<file path="src/rtl/svt_pkg.sv">
// Shared types and codes for the sorted value table.
`default_nettype none
package svt_pkg;

  // Operation codes carried by an input beat; the unused code acts as a search
  localparam logic [1:0] OP_INSERT = 2'd0;
  localparam logic [1:0] OP_SEARCH = 2'd1;
  localparam logic [1:0] OP_REMOVE = 2'd2;

  // Result status codes
  typedef enum logic [1:0] {
    ST_DONE   = 2'd0,
    ST_FULL   = 2'd1,
    ST_ABSENT = 2'd2
  } status_code_t;

  // Commands from the controller to the datapath
  typedef struct packed {
    logic         load;     // capture opcode and value of an accepted beat
    logic         compare;  // register per-cell compare flags
    logic         insert;   // shift cells up and write the value in its slot
    logic         remove;   // shift cells down over the first equal entry
    logic         finish;   // register the result fields
    status_code_t status;   // status code of the result
  } cmd_t;

  // Status from the datapath to the controller
  typedef struct packed {
    logic is_insert;
    logic is_remove;
    logic found;
    logic full;
  } stat_t;

endpackage
`default_nettype wire

</file>
<file path="src/rtl/svt_ctrl.sv">
// Controller state machine for the sorted value table.
`default_nettype none
module svt_ctrl (
  input  logic          clk,
  input  logic          rst,
  input  logic          start,
  input  svt_pkg::stat_t stat,
  output svt_pkg::cmd_t  cmd,
  output logic          busy,
  output logic          done
);

  typedef enum logic [1:0] {
    S_IDLE,
    S_CMP,
    S_UPD
  } state_t;

  state_t state;

  // Drive commands from the current state
  always_comb begin
    cmd         = '0;
    cmd.status  = svt_pkg::ST_DONE;
    cmd.load    = start && (state == S_IDLE);
    cmd.compare = (state == S_CMP);
    if (state == S_UPD) begin
      cmd.finish = 1'b1;
      cmd.insert = stat.is_insert && !stat.full;
      cmd.remove = stat.is_remove && stat.found;
      priority if (stat.is_insert && stat.full) begin
        cmd.status = svt_pkg::ST_FULL;
      end else if (stat.is_remove && !stat.found) begin
        cmd.status = svt_pkg::ST_ABSENT;
      end else begin
        cmd.status = svt_pkg::ST_DONE;
      end
    end
  end

  // Hold state, busy and the result strobe
  always_ff @(posedge clk) begin
    if (rst) begin
      state <= S_IDLE;
      busy  <= 1'b0;
      done  <= 1'b0;
    end else begin
      done <= 1'b0;
      unique case (state)
        S_IDLE: begin
          if (start) begin
            state <= S_CMP;
            busy  <= 1'b1;
          end
        end
        S_CMP: begin
          state <= S_UPD;
        end
        S_UPD: begin
          state <= S_IDLE;
          busy  <= 1'b0;
          done  <= 1'b1;
        end
        default: begin
          state <= S_IDLE;
          busy  <= 1'b0;
        end
      endcase
    end
  end

endmodule
`default_nettype wire

</file>
<file path="src/rtl/svt_datapath.sv">
// Datapath of the sorted value table: a row of compare-and-shift cells.
`default_nettype none
module svt_datapath #(
  parameter int CAPACITY = 16,
  parameter int CW       = $clog2(CAPACITY + 1)
) (
  input  logic               clk,
  input  logic               rst,
  input  svt_pkg::cmd_t      cmd,
  input  logic        [1:0]  opcode,
  input  logic signed [31:0] value,
  output svt_pkg::stat_t     stat,
  output logic               found,
  output logic        [1:0]  status,
  output logic        [4:0]  entry_count
);

  logic        [1:0]    op_q;
  logic signed [31:0]   value_q;
  logic        [CW-1:0] count;
  logic        [CW-1:0] count_next;
  logic [CAPACITY-1:0]  ge_q;
  logic [CAPACITY-1:0]  eq_q;
  logic signed [31:0]   entries [CAPACITY];

  // Report operation and table state to the controller
  always_comb begin
    stat.is_insert = (op_q == svt_pkg::OP_INSERT);
    stat.is_remove = (op_q == svt_pkg::OP_REMOVE);
    stat.found     = |eq_q;
    stat.full      = (count >= CW'(CAPACITY));
  end

  // Work out the count after this beat
  always_comb begin
    priority if (cmd.insert) begin
      count_next = count + CW'(1);
    end else if (cmd.remove) begin
      count_next = count - CW'(1);
    end else begin
      count_next = count;
    end
  end

  // Capture the beat, hold the count and register the result
  always_ff @(posedge clk) begin
    if (rst) begin
      count <= '0;
    end else begin
      count <= count_next;
    end
    if (cmd.load) begin
      op_q    <= opcode;
      value_q <= value;
    end
    if (cmd.finish) begin
      found       <= stat.found;
      status      <= cmd.status;
      entry_count <= 5'(count_next);
    end
  end

  // One cell per entry: compare locally, then shift or load
  for (genvar g = 0; g < CAPACITY; g++) begin : g_cell
    logic               prev_ge;
    logic signed [31:0] prev_val;
    logic signed [31:0] next_val;
    logic               valid;

    if (g == 0) begin : g_first
      assign prev_ge  = 1'b0;
      assign prev_val = value_q;
    end else begin : g_mid
      assign prev_ge  = ge_q[g-1];
      assign prev_val = entries[g-1];
    end

    if (g == CAPACITY - 1) begin : g_last
      assign next_val = entries[g];
    end else begin : g_upper
      assign next_val = entries[g+1];
    end

    assign valid = (CW'(g) < count);

    always_ff @(posedge clk) begin
      if (cmd.compare) begin
        ge_q[g] <= valid && (entries[g] >= value_q);
        eq_q[g] <= valid && (entries[g] == value_q);
      end
      if (cmd.insert) begin
        priority if (prev_ge) begin
          entries[g] <= prev_val;
        end else if (ge_q[g] || (count == CW'(g))) begin
          entries[g] <= value_q;
        end
      end else if (cmd.remove) begin
        if (ge_q[g]) begin
          entries[g] <= next_val;
        end
      end
    end
  end

endmodule
`default_nettype wire

</file>
<file path="src/rtl/sorted_value_table_top.sv">
// Top level of the sorted value table.
//
// Channel   Direction  Handshake             Payload
// command   in         start & !busy         opcode, value
// result    out        done (one cycle)      found, status, entry_count
//
// Each item runs through accept, per-cell compare, then shift and result
// capture; start is taken again in the cycle that shows done.
// The compare flags of the cell row are registered before the shift, which
// keeps these steps the same regardless of CAPACITY.
// Synchronous active-high reset empties the table; entries need no clearing.
// The receiver cannot stall: done lasts exactly one cycle; its fields hold until the next result.
`default_nettype none
module sorted_value_table_top #(
  parameter int CAPACITY = 16
) (
  input  logic               clk,
  input  logic               rst,
  input  logic               start,
  output logic               busy,
  input  logic        [1:0]  opcode,
  input  logic signed [31:0] value,
  output logic               done,
  output logic               found,
  output logic        [1:0]  status,
  output logic        [4:0]  entry_count
);

  localparam int CW = $clog2(CAPACITY + 1);

  svt_pkg::cmd_t  cmd;
  svt_pkg::stat_t stat;

  svt_ctrl u_ctrl (
    .clk   (clk),
    .rst   (rst),
    .start (start),
    .stat  (stat),
    .cmd   (cmd),
    .busy  (busy),
    .done  (done)
  );

  svt_datapath #(
    .CAPACITY (CAPACITY),
    .CW       (CW)
  ) u_datapath (
    .clk         (clk),
    .rst         (rst),
    .cmd         (cmd),
    .opcode      (opcode),
    .value       (value),
    .stat        (stat),
    .found       (found),
    .status      (status),
    .entry_count (entry_count)
  );

`ifndef NO_ASSERTIONS
  // An accepted beat keeps the block busy in the next cycle
  a_accept_busy: assert property (@(posedge clk) disable iff (rst)
    (start && !busy) |=> busy)
    else $error("accepted beat did not raise busy");

  // Results are never back to back
  a_done_spaced: assert property (@(posedge clk) disable iff (rst)
    done |=> !done)
    else $error("result strobe held for two cycles");

  // A failed remove never reports the value as found
  a_absent_not_found: assert property (@(posedge clk) disable iff (rst)
    (done && (status == svt_pkg::ST_ABSENT)) |-> !found)
    else $error("absent remove reported found");

  // A result comes only while the block is free again
  a_done_idle: assert property (@(posedge clk) disable iff (rst)
    done |-> !busy)
    else $error("result shown while busy");
`endif

endmodule
`default_nettype wire
</file>
<file path="config.mk">
export PLATFORM = sky130hd
export DESIGN_NAME = sorted_value_table_top
export DESIGN_NICKNAME = d
export VERILOG_FILES = /design/src/rtl/svt_pkg.sv /design/src/rtl/svt_ctrl.sv /design/src/rtl/svt_datapath.sv /design/src/rtl/sorted_value_table_top.sv
export SDC_FILE = /design/constraint.sdc
export NUM_CORES = 2
export LEC_CHECK = 0
export CORE_MARGIN = 3
export CORE_UTILIZATION = 55
export CTS_BUF_LIST = sky130_fd_sc_hd__clkbuf_4
export CTS_CLUSTER_SIZE = 20
export DETAILED_ROUTE_END_ITERATION = 8
export DONT_BUFFER_PORTS = 1
export PLACE_DENSITY = 0.78
export SKIP_LAST_GASP = 1
export SLEW_MARGIN = 20
export SYNTH_ARGS = -nofsm -noshare
export SYNTH_HDL_FRONTEND = slang
export SYNTH_HIERARCHICAL = 1
export SYNTH_SLANG_ARGS = --single-unit
</file>
<file path="constraint.sdc">
create_clock -name clk -period 5 [get_ports clk]
set_clock_uncertainty 0.05 [all_clocks]
set_input_delay 0.5 -clock clk [delete_from_list [all_inputs] [get_ports clk]]
set_output_delay 0.5 -clock clk [all_outputs]
set_load 0.005 [all_outputs]
</file>
==> qor.yml <==
global_route:
  antenna_found_initial: 5
  grt_pass1_wl_um: 185200
  grt.total_usage: 0.3162
  grt_pass1_vias: 32910
  grt_max_degree: 65
  grt-ovfl-total: 0
setup_path:
  crit_fanout: 15
  crit_buf_inv: 1
  cp_top_family: "compound AO/OA/AOI/OAI gates"
  crit_chain: "clkinv_1, ha_1, and4_1, nand4_1, a21oi_1, a311oi_1, o311a_1, a21oi_1, o21ba_1"
  crit_type: "register to register"
  critPathSlowestCell: "a311oi_1"
  required_ns: 5.71
  crit_path_end_kind: "register"
  slowest_delay_ns: 0.77
  arrival_ns: 4.78
  cp-start-kind: "register"
  cp_common_cell: "a21oi_1"
  r2r_slack_ns: 0.93
route:
  drt_iter0_drc: 4126
  wl_um: 119600
  ant_nets: 0
  topRoutingLayerUsed: "met5"
  vias: 33320
  wl_per_cell_um: 23.18
  wl_met2_um: 52910
  wl_met1_um: 48390
  drc: 0
  wl_met3_um: 13360
  first_pass_iters: 7
  avgViaCountPerCell: 6.456
synthesis:
  synth_edf_count: 586
  yosys_warnings: 6
  synthFlopType: "edfxtp_1"
  synthTopCellsByArea: "edfxtp_1 44%, ha_1 16%, a21oi_1 7.7%"
  postSynth.asyncResetShare: 0
  avgSynthCellArea_um2: 9.995
  synth_cell_types: 78
  ys_ff_latch: 595
  synth_top_area_frac: 0.4417
  syn_area_mm2: 0.03984
  synth_top_area_cell: "edfxtp_1"
  synth_nets: 4540
  ys_seq_area_frac: 0.4462
  postSynthCellCount: 3986
power_and_ir_drop:
  p_per_area_mw_per_mm2: 256.4
  ir_drop_mv: 0.2065
  power.leakage_nw: 17.07
die:
  die_h_um: 275.1
  start_util: 0.5564
  core-area_mm2: 0.07161
  dieArea_mm2: 0.07570
  floorplan.die.width_um: 275.1
  ios: 47
  placementRows: 98
timing:
  max_slew_margin: 0.2154
  tns_ns: 0
  worstMarginPinSlew_ns: 1.147
  finalCriticalPeriod_ns: 4.075
  final_max_slew_viol_count: 0
  fin_crit_sh: 0.8150
  hold_viol: 0
  fmax_mhz: 245.4
  setup_viol_count_final: 0
  hold_slack_ns: 0.06647
  rsz0062_at_grt: "no"
clock_tree:
  cts.clk_slew.worst_paths_ns: 0.07
  htree_levels: 4
  clk_latency_ns: 1.03
  root_buffer: "clkbuf_4"
  cts_buffers: 160
  clockBufferDepth: 3
  cts_tree: "yes"
  clock_sink_count: 595
placed_design:
  portBuffers: 0
  dp.cells: 4817
  place_congestion: 0.9486
  dpl_cell_area_mm2: 0.04115
  dp_hpwl_um: 85300
final_layout:
  finalNetCount: 4637
  fill_cells: 5888
  final_cell_area_mm2: 0.04384
  stdcell_count: 5162
  drive_above_1_share: 0.1049
  multi_input_area_mm2: 0.02113
  area_growth_pct: 10.04
  ff_latch_area_mm2: 0.01778
min_path:
  hp-class: "input pin to register"
job:
  maxCapViolCount: 0
status:
  status: "complete, no violations"
## report_power, final
group	switching, mW	leakage [nW]	internal, mW
clock	2.21	1.24	2.33
sequential	0.116	5.40	5.52
combinational	0.665	10.4	0.402
## per-stage QoR
stage	worst slack, ns	utilization	power (mW)
after floorplan	0.4599	-	6.353
after global placement	1.073	0.5736	6.689
after detailed placement	1.082	0.5746	6.731
after CTS	1.061	0.6101	11.26
after global routing	0.8739	0.6122	11.69
final	0.9252	0.6122	11.24
## Yosys cell counts, drive strengths merged (18+ instances only)
cell and n:
a21oi 614, edfxtp 586, ha 517, nor2 464, nand2 364, o21ai 334
mux2i 199, clkbuf 142, a21o 107, nand4 104, buf 74, mux2 63
nand3 45, inv 44, nor2b 38, clkinv 31, nor3 29, o211ai 25
a211oi 20, a2111oi 18, nor4 18
## worst reg2reg max path: cells and delay by family (launching register included)
family	cells	cell delay, ns
AND/OR/NAND/NOR	2	0.55
AO/OA/AOI/OAI	5	1.45
buffers and inverters	1	0.58
adder cells (fa/ha/maj)	1	0.62
flip-flops	1	0.57
## area by class of cell
type,instances,area share
diodes,7,0.0003995
inverters,75,0.006421
multi-input cells,3100,0.4819
flip-flops and latches,595,0.4055
clock buffers,238,0.04075
clock inverters,46,0.005965
well taps,950,0.02711
repair buffers,151,0.03202
## timing repair
item / in CTS / in global routing
hold buffers: 49 / 0
hold endpoints to repair: 48 / 0
setup buffers: 0 / 0
gates resized for setup: 0 / 0
## final timing paths
kind / start / end / cells after the start
setup / recovery: u_datapath/g_cell[0].prev_val[31] / u_datapath/g_cell[9].prev_ge / 9
setup reg to reg: u_datapath/g_cell[0].prev_val[31] / u_datapath/g_cell[9].prev_ge / 9
hold / removal: value[13] / u_datapath/g_cell[0].prev_val[13] / 1
hold reg to reg: u_ctrl/busy / u_ctrl/busy / 2
## cells by family (layout without fill, tap and decap cells)
logic type               Yosys count  in the layout  share of synthesized area
AO/OA/AOI/OAI                   1181           1181                     0.1653
buffers and inverters            291            510                    0.03043
flip-flops                       595            595                     0.4462
other                              0              7                          0
AND/OR/NAND/NOR                 1135           1135                     0.1268
adder cells (fa/ha/maj)          517            517                     0.1624
XOR/XNOR                           5              5                   0.001099
multiplexers                     262            262                    0.06780
## layout by cell type (no fill, tap or decap), drive strengths merged, types with 5 or more instances in the layout
| cell type | n |
|---|---|
| a2111oi | 18 |
| a211oi | 20 |
| a21boi | 6 |
| a21o | 107 |
| a21oi | 614 |
| a221o | 12 |
| a31oi | 6 |
| and2 | 8 |
| and3 | 14 |
| and4 | 15 |
| buf | 102 |
| clkbuf | 238 |
| clkinv | 64 |
| dfxtp | 9 |
| diode | 7 |
| dlygate4sd3 | 49 |
| edfxtp | 586 |
| ha | 517 |
| inv | 53 |
| mux2 | 63 |
| mux2i | 199 |
| nand2 | 364 |
| nand3 | 45 |
| nand3b | 10 |
| nand4 | 104 |
| nor2 | 464 |
| nor2b | 38 |
| nor3 | 29 |
| nor3b | 5 |
| nor4 | 18 |
| o211ai | 25 |
| o21ai | 334 |
| o31ai | 11 |
| or3 | 6 |
## state kept, by name (all words and copies together) (netlist names), 2 cells and up
signal,flops
u_datapath/entry_count,5
u_datapath/entries,512
u_datapath/g_cell.prev_ge,15
u_datapath/op_q,2
u_datapath/status,2
u_ctrl/state,2
u_datapath/g_cell.prev_val,32
u_datapath/count,5
u_datapath/eq_q,16
## routing by layer
metal	up-vias	track usage
met1	15760	0.4351
met4	2	0.1431
met2	1966	0.4813
met3	340	0.06689
met5	-	0
li1	15260	-
Note: power is estimated with default switching activity, not from simulation.
